`src/sv/cpt_pkg.sv`:
```
// Shared types, constants and a helper function of the cache parameter tuner.
`timescale 1ns / 1ps

package cpt_pkg;

  localparam int unsigned CntW      = 20;
  localparam int unsigned RoundW    = 16;
  localparam int unsigned ThrW      = 5;
  localparam int unsigned WinW      = 5;
  localparam int unsigned CandW     = 16;
  localparam int unsigned VotW      = 5;
  localparam int unsigned CfgIdxW   = 3;
  localparam int unsigned CfgDataW  = 20;
  localparam int unsigned TestCache = 1;

  localparam logic [CntW-1:0]  CntMax       = {CntW{1'b1}};
  localparam logic [CandW-1:0] ThrLo        = 16'd6;
  localparam logic [CandW-1:0] ThrHi        = 16'd17;
  localparam logic [CandW-1:0] CountLo      = 16'd1;
  localparam logic [CandW-1:0] CountHi      = 16'd30;

  typedef enum logic {
    ReqAccess = 1'b0,
    ReqStart  = 1'b1
  } cpt_req_e;

  typedef enum logic [1:0] {
    SetThreshold  = 2'd0,
    SetWindow     = 2'd1,
    SetCandidates = 2'd2,
    SetVoters     = 2'd3
  } cpt_setting_e;

  typedef enum logic [CfgIdxW-1:0] {
    RegCycleTicks    = 3'd0,
    RegCyclesPerTest = 3'd1,
    RegCacheCapacity = 3'd2,
    RegInitThreshold = 3'd3,
    RegInitWindow    = 3'd4,
    RegInitCands     = 3'd5,
    RegInitVoters    = 3'd6
  } cpt_reg_e;

  typedef struct packed {
    logic [ThrW-1:0]  threshold;
    logic [WinW-1:0]  window;
    logic [CandW-1:0] candidates;
    logic [VotW-1:0]  voters;
  } cpt_settings_t;

  typedef struct packed {
    logic load_init;
    logic count;
    logic clear;
    logic take_new;
  } cpt_lane_ctrl_t;

  typedef struct packed {
    logic             cycle_end;
    logic             best_cache;
    logic             still_evaluating;
    logic [1:0]       tuned_setting;
    cpt_settings_t    settings;
  } cpt_result_t;

  // One step up or down; a result outside [lo, hi] wraps to the opposite end.
  function automatic logic [CandW-1:0] cpt_wrap_step(input logic [CandW-1:0] v,
                                                     input logic up,
                                                     input logic [CandW-1:0] lo,
                                                     input logic [CandW-1:0] hi);
    logic signed [CandW+1:0] n;
    logic [CandW-1:0]        r;
    n = up ? ($signed({2'b00, v}) + 18'sd1) : ($signed({2'b00, v}) - 18'sd1);
    if (n < $signed({2'b00, lo})) begin
      r = hi;
    end else if (n > $signed({2'b00, hi})) begin
      r = lo;
    end else begin
      r = n[CandW-1:0];
    end
    return r;
  endfunction

endpackage

```
`src/sv/cpt_if.sv`:
```
// Request and result channel interfaces of the cache parameter tuner.
`timescale 1ns / 1ps

interface cpt_req_if #(
  parameter int unsigned NUM_CACHES = 2
);
  logic                  valid;
  logic                  ready;
  logic                  req_type;
  logic [NUM_CACHES-1:0] hit_bits;
  logic                  random_up;

  modport source (output valid, output req_type, output hit_bits, output random_up,
                  input ready);
  modport sink   (input valid, input req_type, input hit_bits, input random_up,
                  output ready);
endinterface

interface cpt_res_if;
  logic       valid;
  logic       ready;
  logic       cycle_end;
  logic       best_cache;
  logic       still_evaluating;
  logic [1:0] tuned_setting;
  logic [4:0] test_threshold;
  logic [4:0] test_window;
  logic [15:0] test_candidates;
  logic [4:0] test_voters;

  modport source (output valid, output cycle_end, output best_cache,
                  output still_evaluating, output tuned_setting, output test_threshold,
                  output test_window, output test_candidates, output test_voters,
                  input ready);
  modport sink   (input valid, input cycle_end, input best_cache,
                  input still_evaluating, input tuned_setting, input test_threshold,
                  input test_window, input test_candidates, input test_voters,
                  output ready);
endinterface

```
`src/sv/cpt_lane.sv`:
```
// One cache lane: saturating hit counter and the cache's four settings.
`timescale 1ns / 1ps

module cpt_lane (
  input  logic                   clk_i,
  input  logic                   rst_ni,
  input  cpt_pkg::cpt_lane_ctrl_t ctrl_i,
  input  logic                   hit_i,
  input  cpt_pkg::cpt_settings_t init_i,
  input  cpt_pkg::cpt_settings_t new_i,
  output logic [cpt_pkg::CntW-1:0] cnt_o,
  output cpt_pkg::cpt_settings_t set_q_o,
  output cpt_pkg::cpt_settings_t set_d_o
);
  import cpt_pkg::*;

  logic [CntW-1:0] cnt_q, cnt_d, cnt_inc;
  cpt_settings_t   set_q, set_d;

  // The merge stage sees the count with this beat's hit already added.
  assign cnt_inc = (ctrl_i.count && hit_i && (cnt_q != CntMax)) ? cnt_q + 1'b1 : cnt_q;
  assign cnt_d   = ctrl_i.clear ? '0 : cnt_inc;

  always_comb begin
    set_d = set_q;
    if (ctrl_i.load_init) begin
      set_d = init_i;
    end else if (ctrl_i.take_new) begin
      set_d = new_i;
    end
  end

  always_ff @(posedge clk_i or negedge rst_ni) begin
    if (!rst_ni) begin
      cnt_q <= '0;
    end else begin
      cnt_q <= cnt_d;
    end
  end

  always_ff @(posedge clk_i) begin
    set_q <= set_d;
  end

  assign cnt_o   = cnt_inc;
  assign set_q_o = set_q;
  assign set_d_o = set_d;
endmodule

```
`src/sv/cpt_merge.sv`:
```
// Merge stage: picks the cache with the most hits and forms the nudged test settings.
`timescale 1ns / 1ps

module cpt_merge #(
  parameter int unsigned NUM_CACHES = 2,
  localparam int unsigned IdxW = $clog2(NUM_CACHES)
) (
  input  logic [cpt_pkg::CntW-1:0]  cnt_i [NUM_CACHES],
  input  cpt_pkg::cpt_settings_t    set_i [NUM_CACHES],
  input  cpt_pkg::cpt_setting_e     sel_i,
  input  logic                      up_i,
  input  logic [cpt_pkg::CandW-1:0] capacity_i,
  output logic [IdxW-1:0]           best_o,
  output cpt_pkg::cpt_settings_t    win_o,
  output cpt_pkg::cpt_settings_t    nudged_o
);
  import cpt_pkg::*;

  logic [CntW-1:0] max_cnt;
  logic [IdxW-1:0] best;
  cpt_settings_t   win, nudged;

  // Strictly greater keeps the lowest index on a tie.
  always_comb begin
    max_cnt = cnt_i[0];
    best    = '0;
    for (int i = 1; i < NUM_CACHES; i++) begin
      if (cnt_i[i] > max_cnt) begin
        max_cnt = cnt_i[i];
        best    = IdxW'(i);
      end
    end
  end

  assign win = set_i[best];

  always_comb begin
    nudged = win;
    unique case (sel_i)
      SetThreshold: begin
        nudged.threshold = ThrW'(cpt_wrap_step(CandW'(win.threshold), up_i, ThrLo, ThrHi));
      end
      SetWindow: begin
        nudged.window = WinW'(cpt_wrap_step(CandW'(win.window), up_i, CountLo, CountHi));
      end
      SetCandidates: begin
        nudged.candidates = cpt_wrap_step(win.candidates, up_i, CountLo, capacity_i);
      end
      SetVoters: begin
        nudged.voters = VotW'(cpt_wrap_step(CandW'(win.voters), up_i, CountLo, CountHi));
      end
      default: begin
        nudged = win;
      end
    endcase
  end

  assign best_o   = best;
  assign win_o    = win;
  assign nudged_o = nudged;
endmodule

```
`src/sv/cache_parameter_tuner_unit.sv`:
```
// Top level of the cache parameter tuner: control counters, lanes, merge and output buffer.
//
//  channel  | dir | handshake     | beat contents
//  ---------+-----+---------------+---------------------------------------------------
//  req_i    | in  | valid / ready | req_type, hit_bits[NUM_CACHES], random_up
//  res_o    | out | valid / ready | cycle_end, best_cache, still_evaluating,
//           |     |               | tuned_setting, test_threshold/window/candidates/voters
//  cfg      | in  | cfg_we_i      | cfg_idx_i selects the register, cfg_data_i the value
//
// Every request beat is finished in the cycle it is accepted, one beat per clock while
// req_i.ready is high; the cycle-closing path runs the lane counters, the hit compare
// across the lanes, the copy of the winning settings and the nudge of the test cache in
// that same cycle. Its result enters the output register, or the skid register while that
// is held, so up to two results wait and req_i.ready falls only when both are full.
// Reset clears the counters and the flags; cache settings stay unknown until a start beat.
`timescale 1ns / 1ps

module cache_parameter_tuner_unit #(
  parameter int unsigned NUM_CACHES = 2
) (
  input  logic                         clk_i,
  input  logic                         rst_ni,
  input  logic                         cfg_we_i,
  input  logic [cpt_pkg::CfgIdxW-1:0]  cfg_idx_i,
  input  logic [cpt_pkg::CfgDataW-1:0] cfg_data_i,
  cpt_req_if.sink                      req_i,
  cpt_res_if.source                    res_o
);
  import cpt_pkg::*;

  localparam int unsigned IdxW = $clog2(NUM_CACHES);

  // Configuration registers.
  logic [CntW-1:0]   cycle_ticks_q;
  logic [RoundW-1:0] cycles_per_test_q;
  logic [CandW-1:0]  capacity_q;
  cpt_settings_t     init_q;

  always_ff @(posedge clk_i or negedge rst_ni) begin
    if (!rst_ni) begin
      cycle_ticks_q     <= 20'd1000;
      cycles_per_test_q <= 16'd10;
      capacity_q        <= 16'd64;
      init_q.threshold  <= 5'd10;
      init_q.window     <= 5'd10;
      init_q.candidates <= 16'd8;
      init_q.voters     <= 5'd10;
    end else if (cfg_we_i) begin
      unique case (cpt_reg_e'(cfg_idx_i))
        RegCycleTicks:    cycle_ticks_q     <= cfg_data_i[CntW-1:0];
        RegCyclesPerTest: cycles_per_test_q <= cfg_data_i[RoundW-1:0];
        RegCacheCapacity: capacity_q        <= cfg_data_i[CandW-1:0];
        RegInitThreshold: init_q.threshold  <= cfg_data_i[ThrW-1:0];
        RegInitWindow:    init_q.window     <= cfg_data_i[WinW-1:0];
        RegInitCands:     init_q.candidates <= cfg_data_i[CandW-1:0];
        RegInitVoters:    init_q.voters     <= cfg_data_i[VotW-1:0];
        default: begin
        end
      endcase
    end
  end

  // Control state.
  logic [CntW-1:0]   tick_q, tick_d, tick_inc;
  logic [RoundW-1:0] round_q, round_d, round_inc;
  logic [1:0]        ptr_q, ptr_d, ptr_inc;
  logic              eval_q, eval_d;

  logic accept, is_start, is_access, close, ptr_wrap;

  assign accept    = req_i.valid && req_i.ready;
  assign is_start  = accept && (cpt_req_e'(req_i.req_type) == ReqStart);
  assign is_access = accept && (cpt_req_e'(req_i.req_type) == ReqAccess) && eval_q;

  assign tick_inc  = tick_q + 1'b1;
  assign close     = is_access && (tick_inc >= cycle_ticks_q);
  assign ptr_inc   = ptr_q + 1'b1;
  assign ptr_wrap  = (ptr_q == 2'd3);
  assign round_inc = round_q + 1'b1;

  always_comb begin
    tick_d  = tick_q;
    round_d = round_q;
    ptr_d   = ptr_q;
    eval_d  = eval_q;
    if (is_start) begin
      tick_d  = '0;
      round_d = '0;
      ptr_d   = '0;
      eval_d  = 1'b1;
    end else if (is_access) begin
      tick_d = close ? '0 : tick_inc;
      if (close) begin
        ptr_d = ptr_inc;
        if (ptr_wrap) begin
          round_d = round_inc;
          if (round_inc >= cycles_per_test_q) begin
            eval_d = 1'b0;
          end
        end
      end
    end
  end

  always_ff @(posedge clk_i or negedge rst_ni) begin
    if (!rst_ni) begin
      tick_q  <= '0;
      round_q <= '0;
      ptr_q   <= '0;
      eval_q  <= 1'b0;
    end else begin
      tick_q  <= tick_d;
      round_q <= round_d;
      ptr_q   <= ptr_d;
      eval_q  <= eval_d;
    end
  end

  // Lanes and merge stage.
  logic [CntW-1:0] lane_cnt   [NUM_CACHES];
  cpt_settings_t   lane_set_q [NUM_CACHES];
  cpt_settings_t   lane_set_d [NUM_CACHES];
  logic [IdxW-1:0] best;
  cpt_settings_t   win_set, nudged_set;

  cpt_merge #(
    .NUM_CACHES (NUM_CACHES)
  ) u_merge (
    .cnt_i      (lane_cnt),
    .set_i      (lane_set_q),
    .sel_i      (cpt_setting_e'(ptr_inc)),
    .up_i       (req_i.random_up),
    .capacity_i (capacity_q),
    .best_o     (best),
    .win_o      (win_set),
    .nudged_o   (nudged_set)
  );

  for (genvar i = 0; i < NUM_CACHES; i++) begin : g_lane
    cpt_lane_ctrl_t ctrl;
    cpt_settings_t  new_set;

    // At each cycle close the test cache takes the nudged winner; the others copy the winner.
    assign ctrl.load_init = is_start;
    assign ctrl.count     = is_access;
    assign ctrl.clear     = close;
    assign ctrl.take_new  = close && ((i == TestCache) || (IdxW'(i) != best));
    assign new_set        = (i == TestCache) ? nudged_set : win_set;

    cpt_lane u_lane (
      .clk_i   (clk_i),
      .rst_ni  (rst_ni),
      .ctrl_i  (ctrl),
      .hit_i   (req_i.hit_bits[i]),
      .init_i  (init_q),
      .new_i   (new_set),
      .cnt_o   (lane_cnt[i]),
      .set_q_o (lane_set_q[i]),
      .set_d_o (lane_set_d[i])
    );
  end

  // Result beat of the accepted item.
  cpt_result_t res_new;

  always_comb begin
    res_new.cycle_end        = close;
    res_new.best_cache       = close ? best[0] : 1'b0;
    res_new.still_evaluating = eval_d;
    res_new.tuned_setting    = close ? ptr_inc : 2'd0;
    res_new.settings         = lane_set_d[TestCache];
  end

  // Output register with a skid register behind it.
  cpt_result_t out_q, skid_q;
  logic        out_v_q, skid_v_q;
  logic        out_free;

  assign req_i.ready = !skid_v_q;
  assign out_free    = !out_v_q || res_o.ready;

  always_ff @(posedge clk_i or negedge rst_ni) begin
    if (!rst_ni) begin
      out_v_q  <= 1'b0;
      skid_v_q <= 1'b0;
    end else if (out_free) begin
      if (skid_v_q) begin
        out_v_q  <= 1'b1;
        skid_v_q <= 1'b0;
      end else begin
        out_v_q  <= accept;
      end
    end else if (accept) begin
      skid_v_q <= 1'b1;
    end
  end

  always_ff @(posedge clk_i) begin
    if (out_free) begin
      if (skid_v_q) begin
        out_q <= skid_q;
      end else if (accept) begin
        out_q <= res_new;
      end
    end else if (accept) begin
      skid_q <= res_new;
    end
  end

  assign res_o.valid            = out_v_q;
  assign res_o.cycle_end        = out_q.cycle_end;
  assign res_o.best_cache       = out_q.best_cache;
  assign res_o.still_evaluating = out_q.still_evaluating;
  assign res_o.tuned_setting    = out_q.tuned_setting;
  assign res_o.test_threshold   = out_q.settings.threshold;
  assign res_o.test_window      = out_q.settings.window;
  assign res_o.test_candidates  = out_q.settings.candidates;
  assign res_o.test_voters      = out_q.settings.voters;
endmodule
```
`src/flat_wrapper.sv`:
```
// flat-port wrapper written by rule: the top's interface ports become plain ports
module cache_parameter_tuner_unit_flat import cpt_pkg::*;
#(
  parameter int unsigned NUM_CACHES = 2
)
  (clk_i, rst_ni, cfg_we_i, cfg_idx_i, cfg_data_i, req_i_valid, req_i_req_type, req_i_hit_bits, req_i_random_up, req_i_ready, res_o_valid, res_o_cycle_end, res_o_best_cache, res_o_still_evaluating, res_o_tuned_setting, res_o_test_threshold, res_o_test_window, res_o_test_candidates, res_o_test_voters, res_o_ready);
  cpt_req_if #(.NUM_CACHES(NUM_CACHES)) req_i_i ();
  cpt_res_if res_o_i ();
  input  logic clk_i;
  input  logic rst_ni;
  input  logic cfg_we_i;
  input  logic [cpt_pkg::CfgIdxW-1:0] cfg_idx_i;
  input  logic [cpt_pkg::CfgDataW-1:0] cfg_data_i;
  input wire logic [$bits(req_i_i.valid)-1:0] req_i_valid;
  input wire logic [$bits(req_i_i.req_type)-1:0] req_i_req_type;
  input wire logic [$bits(req_i_i.hit_bits)-1:0] req_i_hit_bits;
  input wire logic [$bits(req_i_i.random_up)-1:0] req_i_random_up;
  output wire logic [$bits(req_i_i.ready)-1:0] req_i_ready;
  output wire logic [$bits(res_o_i.valid)-1:0] res_o_valid;
  output wire logic [$bits(res_o_i.cycle_end)-1:0] res_o_cycle_end;
  output wire logic [$bits(res_o_i.best_cache)-1:0] res_o_best_cache;
  output wire logic [$bits(res_o_i.still_evaluating)-1:0] res_o_still_evaluating;
  output wire logic [$bits(res_o_i.tuned_setting)-1:0] res_o_tuned_setting;
  output wire logic [$bits(res_o_i.test_threshold)-1:0] res_o_test_threshold;
  output wire logic [$bits(res_o_i.test_window)-1:0] res_o_test_window;
  output wire logic [$bits(res_o_i.test_candidates)-1:0] res_o_test_candidates;
  output wire logic [$bits(res_o_i.test_voters)-1:0] res_o_test_voters;
  input wire logic [$bits(res_o_i.ready)-1:0] res_o_ready;
  assign req_i_i.valid = req_i_valid;
  assign req_i_i.req_type = req_i_req_type;
  assign req_i_i.hit_bits = req_i_hit_bits;
  assign req_i_i.random_up = req_i_random_up;
  assign req_i_ready = req_i_i.ready;
  assign res_o_valid = res_o_i.valid;
  assign res_o_cycle_end = res_o_i.cycle_end;
  assign res_o_best_cache = res_o_i.best_cache;
  assign res_o_still_evaluating = res_o_i.still_evaluating;
  assign res_o_tuned_setting = res_o_i.tuned_setting;
  assign res_o_test_threshold = res_o_i.test_threshold;
  assign res_o_test_window = res_o_i.test_window;
  assign res_o_test_candidates = res_o_i.test_candidates;
  assign res_o_test_voters = res_o_i.test_voters;
  assign res_o_i.ready = res_o_ready;
  cache_parameter_tuner_unit #(.NUM_CACHES(NUM_CACHES)) u_core (.clk_i(clk_i), .rst_ni(rst_ni), .cfg_we_i(cfg_we_i), .cfg_idx_i(cfg_idx_i), .cfg_data_i(cfg_data_i), .req_i(req_i_i), .res_o(res_o_i));
endmodule
```
`config.mk`:
```
export PLATFORM = sky130hd
export DESIGN_NAME = cache_parameter_tuner_unit_flat
export DESIGN_NICKNAME = d
export VERILOG_FILES = /design/src/sv/cpt_pkg.sv /design/src/sv/cpt_if.sv /design/src/sv/cpt_lane.sv /design/src/sv/cpt_merge.sv /design/src/sv/cache_parameter_tuner_unit.sv /design/src/flat_wrapper.sv
export SDC_FILE = /design/constraint.sdc
export NUM_CORES = 1
export LEC_CHECK = 0
export ABC_CLOCK_PERIOD_IN_PS = 14500
export BUFFER_PORTS_ARGS = -buffer_cell sky130_fd_sc_hd__clkbuf_2
export CORE_AREA = 2 2 225 227
export DETAILED_ROUTE_END_ITERATION = 12
export DIE_AREA = 0 0 227 229
export PLACE_DENSITY = 0.61
export SYNTH_ARGS = -nofsm -noshare
export SYNTH_HDL_FRONTEND = slang
export SYNTH_SLANG_ARGS = --single-unit
```
`constraint.sdc`:
```
create_clock -name clk_i -period 14.5 [get_ports clk_i]
set_input_delay 2.9 -clock clk_i [delete_from_list [all_inputs] [get_ports clk_i]]
set_output_delay 2.9 -clock clk_i [all_outputs]
set_load 0.005 [all_outputs]
```
==> impl_metrics.json, run 1 <==
{
  "avgRoutedWirePerCell_um": 21.6,
  "gr-total-overflow": 0,
  "maxSlewViolCount": 0,
  "first_pass_iters": 8,
  "synth_top_cells_by_area": "dfrtp_1 21%, edfxtp_1 18%, ha_1 6.0%, nand2_1 4.8%, mux2_2 4.2%",
  "yosysSeqAreaShare_pct": 44.5,
  "clockBufferDepth": 3,
  "layout-drive-gt1-share_pct": 14.2,
  "grt_pass1_vias": 13946,
  "area.growth.synth_to_final_pct": 12.5,
  "rows": 82,
  "routabilityCongestion": 0.992,
  "start_util_pct": 35.5,
  "worstPathRequired_ps": 14930,
  "diodes": 0,
  "setup.worst_path.end_class": "register",
  "power.total_uw": 4350,
  "synth_seq_cells": 298,
  "insertion_delay_ps": 560,
  "core-area_mm2": 0.0497,
  "drc": 0,
  "fmax_ghz": 0.0799,
  "power.density_cell_area_mw_per_mm2": 220,
  "yosysTopAreaCell": "dfrtp_1",
  "numCtsBuffers": 36,
  "route.vias.total": 14552,
  "final_common_cell": "nand2_1",
  "grt_usage_pct": 21.5,
  "place_inst": 2514,
  "slew_headroom_pct": 14.9,
  "hold_viol_final": 0,
  "die_area_mm2": 0.0520,
  "cts.clk_slew.worst_paths_ps": 60,
  "stdcell_area_mm2": 0.0198,
  "h-tree-depth": 2,
  "drt-initial-drc-count": 1481,
  "fill_cells": 4974,
  "rsz0062_at_grt": "no",
  "drt-vias-per-instance": 5.64,
  "synth.top_cell.area_share_pct": 21.0,
  "maxCapViolations": 0,
  "cts_tree": "yes",
  "post_cts_buffers": 0,
  "synth_nets": 1957,
  "tns_ps": 0,
  "fin_skew_ps": 32.0,
  "holdWs_ps": 492,
  "hpwl_mm": 40.1,
  "place_area_mm2": 0.0187,
  "fin_crit_ps": 12510,
  "start_kind": "primary input",
  "yosysUniqueCellTypes": 93,
  "io_pins": 70,
  "netlist_area_mm2": 0.0176,
  "cts_hold_buf": 0,
  "worstMarginPinSlew_ps": 1270,
  "crit_fanout": 13,
  "final_cell_mix": "225 x nand2_1, 148 x dfrtp_1, 141 x nor2_1",
  "ir_worst_vdd_uv": 131,
  "cp_slowest_cell": "a221oi_1",
  "ant_nets": 0,
  "die_w_um": 227,
  "yosysWarnings": 0,
  "critical-path-max-stage-delay_ps": 810,
  "instances_no_fill": 2579,
  "synth_cells": 1840,
  "ys.flop_type": "dfrtp_1",
  "cts_root_buffer": "clkbuf_16",
  "port_buffers": 69,
  "path_class": "in -> reg",
  "leakagePower_uw": 0.00838,
  "clock_sinks": 298,
  "die_h_um": 229,
  "grt_pass1_wl_mm": 85.7,
  "grt_antenna_before_repair": 1,
  "grt_max_degree": 91,
  "post_cts_resized": 0,
  "fin_nets": 1997,
  "synth.avg_cell_area_um2": 9.58,
  "status": "completed",
  "routed_wl_mm": 55.7,
  "period_share_pct": 86.3,
  "hp-class": "reg -> reg",
  "arrival_ps": 12950,
  "synth-edff-count": 103,
  "synthArstFlopShare_pct": 55.0,
  "finalSetupViolations": 0
}
[cells by family (layout without fill, tap and decap cells)]
logic type | after synthesis | count (layout) | share of synthesized area, %
buffers and inverters | 174 | 241 | 3.88
xor gates and xnor gates | 110 | 110 | 5.47
adders and majority gates | 85 | 85 | 6.03
and+or+nand+nor | 675 | 675 | 18.5
AOI/OAI and AO/OA | 387 | 387 | 14.7
DFF | 298 | 298 | 44.5
muxes | 111 | 111 | 6.92
[routing by layer]
layer	wire length [um]	vias up	global-route usage, %
li1	-	6757	-
met1	27100	7152	32.9
met2	23300	558	31.3
met3	3990	83	3.85
met4	1240	2	5.13
met5	11	-	0
[report_power, final]
group          internal [uW]  switching [uW]
logic                    817            1440
clock network            515             379
registers               1050             150
total                   2380            1970
[final cells by class]
class / count / area (um2) / share of cell area [%]
Multi-Input combinational cell: 1368 / 9150 / 46.2
Sequential cell: 298 / 7840 / 39.5
Clock buffer: 45 / 1010 / 5.07
Tap cell: 672 / 841 / 4.24
Timing Repair Buffer: 91 / 517 / 2.61
Inverter: 85 / 319 / 1.61
Clock inverter: 20 / 160 / 0.807
[per-stage QoR]
step / util, % / worst slack (ps)
2_1_floorplan: - / 2900
3_3_place_gp: 37.6 / 2110
3_5_place_dp: 37.6 / 1770
4_1_cts: 39.9 / 2310
5_1_grt: 39.9 / 1450
6_report: 39.9 / 1990
[Yosys cell counts, types with 9 or more instances]
cell type / count
clkbuf_1: 68
nand4_1: 28
mux2i_1: 41
o31ai_1: 14
and3_1: 24
dfstp_2: 16
and2_1: 24
mux2_2: 65
o211ai_1: 9
ha_1: 85
nor2b_1: 9
a21o_1: 22
dfrtp_1: 148
a21oi_1: 85
edfxtp_1: 103
xor2_1: 46
nor4_1: 19
o21ai_0: 101
o22ai_1: 17
inv_1: 84
dfxtp_1: 31
nand2b_1: 18
or3_1: 10
buf_1: 9
nand2_1: 226
xnor2_1: 64
a31oi_1: 17
nor3_1: 39
a32o_1: 17
o21a_1: 12
nand3_1: 85
nor2_1: 142
[registers in the layout (all words and copies together), names as in the netlist]
signal                         count
u_core.capacity_q                 16
u_core.cycle_ticks_q              20
u_core.cycles_per_test_q          16
u_core.eval_q                      1
u_core.g_lane.u_lane.cnt_q        40
u_core.g_lane.u_lane.set_q_o      62
u_core.init_q                     31
u_core.ptr_q                       2
u_core.res_o.best_cache            1
u_core.res_o.cycle_end             1
u_core.res_o.still_evaluating      1
u_core.res_o.test_candidates      16
u_core.res_o.test_threshold        5
u_core.res_o.test_voters           5
u_core.res_o.test_window           5
u_core.res_o.tuned_setting         2
u_core.res_o.valid                 1
u_core.round_q                    16
u_core.skid_q                     36
u_core.skid_v_q                    1
u_core.tick_q                     20
[final timing paths]
check,start,cells after the start,to,slack [ps]
setup / recovery,req_i_valid,36,u_core.res_o.test_candidates[13]$_DFFE_PP_,1990
hold / removal,u_core.tick_q[5]$_DFFE_PN0P_,1,u_core.tick_q[5]$_DFFE_PN0P_,490
setup reg to reg,u_core.skid_v_q$_DFFE_PN0P_,36,u_core.res_o.test_candidates[13]$_DFFE_PP_,3860
hold reg to reg,u_core.tick_q[5]$_DFFE_PN0P_,1,u_core.tick_q[5]$_DFFE_PN0P_,490
max in group asynchronous,rst_ni,2,u_core.capacity_q[14]$_DFFE_PN0P_,10610
min in group asynchronous,rst_ni,1,u_core.tick_q[9]$_DFFE_PN0P_,2430
[critical path: cells and delay by family]
kind                       cells  cell delay [ps]
AOI/OAI and AO/OA             13             4730
xor gates and xnor gates       2              480
adders and majority gates      3              920
buffers and inverters          2              280
muxes                          3              900
and+or+nand+nor               13             2690
No activity file was read; power rests on OpenSTA's default activity.
==> inputs of run 2 (changes only) <==
--- a/config.mk
+++ b/config.mk
@@ -6,11 +6,11 @@
 export NUM_CORES = 1
 export LEC_CHECK = 0
 export ABC_CLOCK_PERIOD_IN_PS = 14500
-export BUFFER_PORTS_ARGS = -buffer_cell sky130_fd_sc_hd__clkbuf_2
 export CORE_AREA = 2 2 225 227
 export DETAILED_ROUTE_END_ITERATION = 12
 export DIE_AREA = 0 0 227 229
-export PLACE_DENSITY = 0.61
+export DONT_BUFFER_PORTS = 1
+export PLACE_DENSITY = 0.6
 export SYNTH_ARGS = -nofsm -noshare
 export SYNTH_HDL_FRONTEND = slang
 export SYNTH_SLANG_ARGS = --single-unit
==> impl_metrics.json, run 2 (same netlist as run 1, synthesis figures left out) <==
{
  "status": "completed",
  "die_w_um": 227,
  "place_area_mm2": 0.0183,
  "fin_crit_ps": 12180,
  "slew_headroom_pct": 24.5,
  "first_pass_iters": 7,
  "cp_common_cell": "ha_1",
  "cts_root_buffer": "clkbuf_16",
  "power.density_cell_area_mw_per_mm2": 219,
  "fin_skew_ps": 26.6,
  "numCtsBuffers": 36,
  "drt-vias-per-instance": 5.60,
  "holdWs_ps": 503,
  "cts_hold_buf": 0,
  "path_class": "in -> reg",
  "regArea_mm2": 0.00784,
  "insertion_delay_ps": 560,
  "die_area_mm2": 0.0520,
  "cts_tree": "yes",
  "cts.clk_slew.worst_paths_ps": 70,
  "fmax_ghz": 0.0821,
  "rsz0062_at_grt": "no",
  "hp-class": "reg -> reg",
  "core-area_mm2": 0.0497,
  "grt_antenna_before_repair": 2,
  "die_h_um": 229,
  "period_share_pct": 84.0,
  "maxSlewViolCount": 0,
  "area.growth.synth_to_final_pct": 10.4,
  "start_kind": "primary input",
  "arrival_ps": 12580,
  "avgRoutedWirePerCell_um": 21.6,
  "ant_nets": 0,
  "port_buffers": 0,
  "grt_pass1_vias": 13900,
  "gr-total-overflow": 0,
  "layout-drive-gt1-share_pct": 10.6,
  "stdcell_area_mm2": 0.0195,
  "tns_ps": 0,
  "place_ws_ps": 2100,
  "leakagePower_uw": 0.00808,
  "drt-initial-drc-count": 1237,
  "setup.worst_path.end_class": "register",
  "maxCapViolations": 0,
  "clockBufferDepth": 3,
  "ir_worst_vdd_uv": 207,
  "drc": 0,
  "finalSetupViolations": 0,
  "hold_viol_final": 0,
  "power.total_uw": 4260,
  "grt_usage_pct": 21.1,
  "fin_nets": 1924,
  "routed_wl_mm": 54.3,
  "route.vias.total": 14043,
  "h-tree-depth": 2,
  "multi_input_area_mm2": 0.00916,
  "hpwl_mm": 39.1,
  "grt_max_degree": 165,
  "fill_cells": 4926,
  "crit_fanout": 23,
  "post_cts_resized": 0,
  "diodes": 0,
  "worstPathRequired_ps": 14900,
  "final_cell_mix": "225 x nand2_1, 148 x dfrtp_1, 140 x nor2_1",
  "final_common_cell": "nand2_1",
  "cp_slowest_cell": "a221oi_1",
  "worstMarginPinSlew_ps": 1120,
  "clock_sinks": 298,
  "critical-path-max-stage-delay_ps": 730,
  "largest_register_ffs": 62,
  "start_util_pct": 35.5,
  "post_cts_buffers": 0,
  "io_pins": 70,
  "rows": 82,
  "grt_pass1_wl_mm": 83.6,
  "routabilityCongestion": 0.949,
  "worst_slack_ps": 2320
}
[run 2: through the flow]
stage               util, %  std cells
floorplan                 -       1840
global placement       36.8       2441
detailed placement     36.8       2441
CTS                    39.2       2506
global route           39.2       2506
finish                 39.2       2506
[run 2: final timing paths]
kind	from	end	slack, ps	cells after the start
worst max register to register	u_core.skid_v_q$_DFFE_PN0P_	u_core.res_o.test_candidates[14]$_DFFE_PP_	4030	37
max in group asynchronous	rst_ni	u_core.cycles_per_test_q[3]$_DFFE_PN1P_	12070	0
worst min register to register	u_core.tick_q[5]$_DFFE_PN0P_	u_core.tick_q[5]$_DFFE_PN0P_	500	1
worst min-delay path	u_core.tick_q[5]$_DFFE_PN0P_	u_core.tick_q[5]$_DFFE_PN0P_	500	1
worst max-delay path	req_i_valid	u_core.res_o.test_candidates[14]$_DFFE_PP_	2320	36
min in group asynchronous	rst_ni	u_core.g_lane[0].u_lane.cnt_q[8]$_DFF_PN0_	2060	0
[run 2: report_power, final]
group | internal (uW) | switching, uW | total (uW)
Sequential | 1050 | 153 | 1210
Clock | 522 | 371 | 893
Combinational | 794 | 1370 | 2160
[run 2: routing by layer]
layer	global-route usage, %	up-vias	wire (um)
met5	0	-	0
met4	7.64	0	1680
met3	5.57	99	4500
met2	30.6	491	22900
met1	30.0	6842	25100
li1	-	6611	-
[run 2: layout make-up]
class / count / share of cell area (%)
repair buffers: 18 / 0.694
multi-input cells: 1368 / 47.1
clock buffers: 47 / 5.27
inverters: 85 / 1.64
clock inverters: 18 / 0.746
well taps: 672 / 4.32
flip-flops and latches: 298 / 40.3
[run 2: worst max-delay path: cells and delay by family]
kind,cells,cell delay [ps]
adders and majority gates,3,920
xor gates and xnor gates,2,460
AOI/OAI and AO/OA,14,4590
and+or+nand+nor,13,2650
muxes,2,650
buffers and inverters,2,420
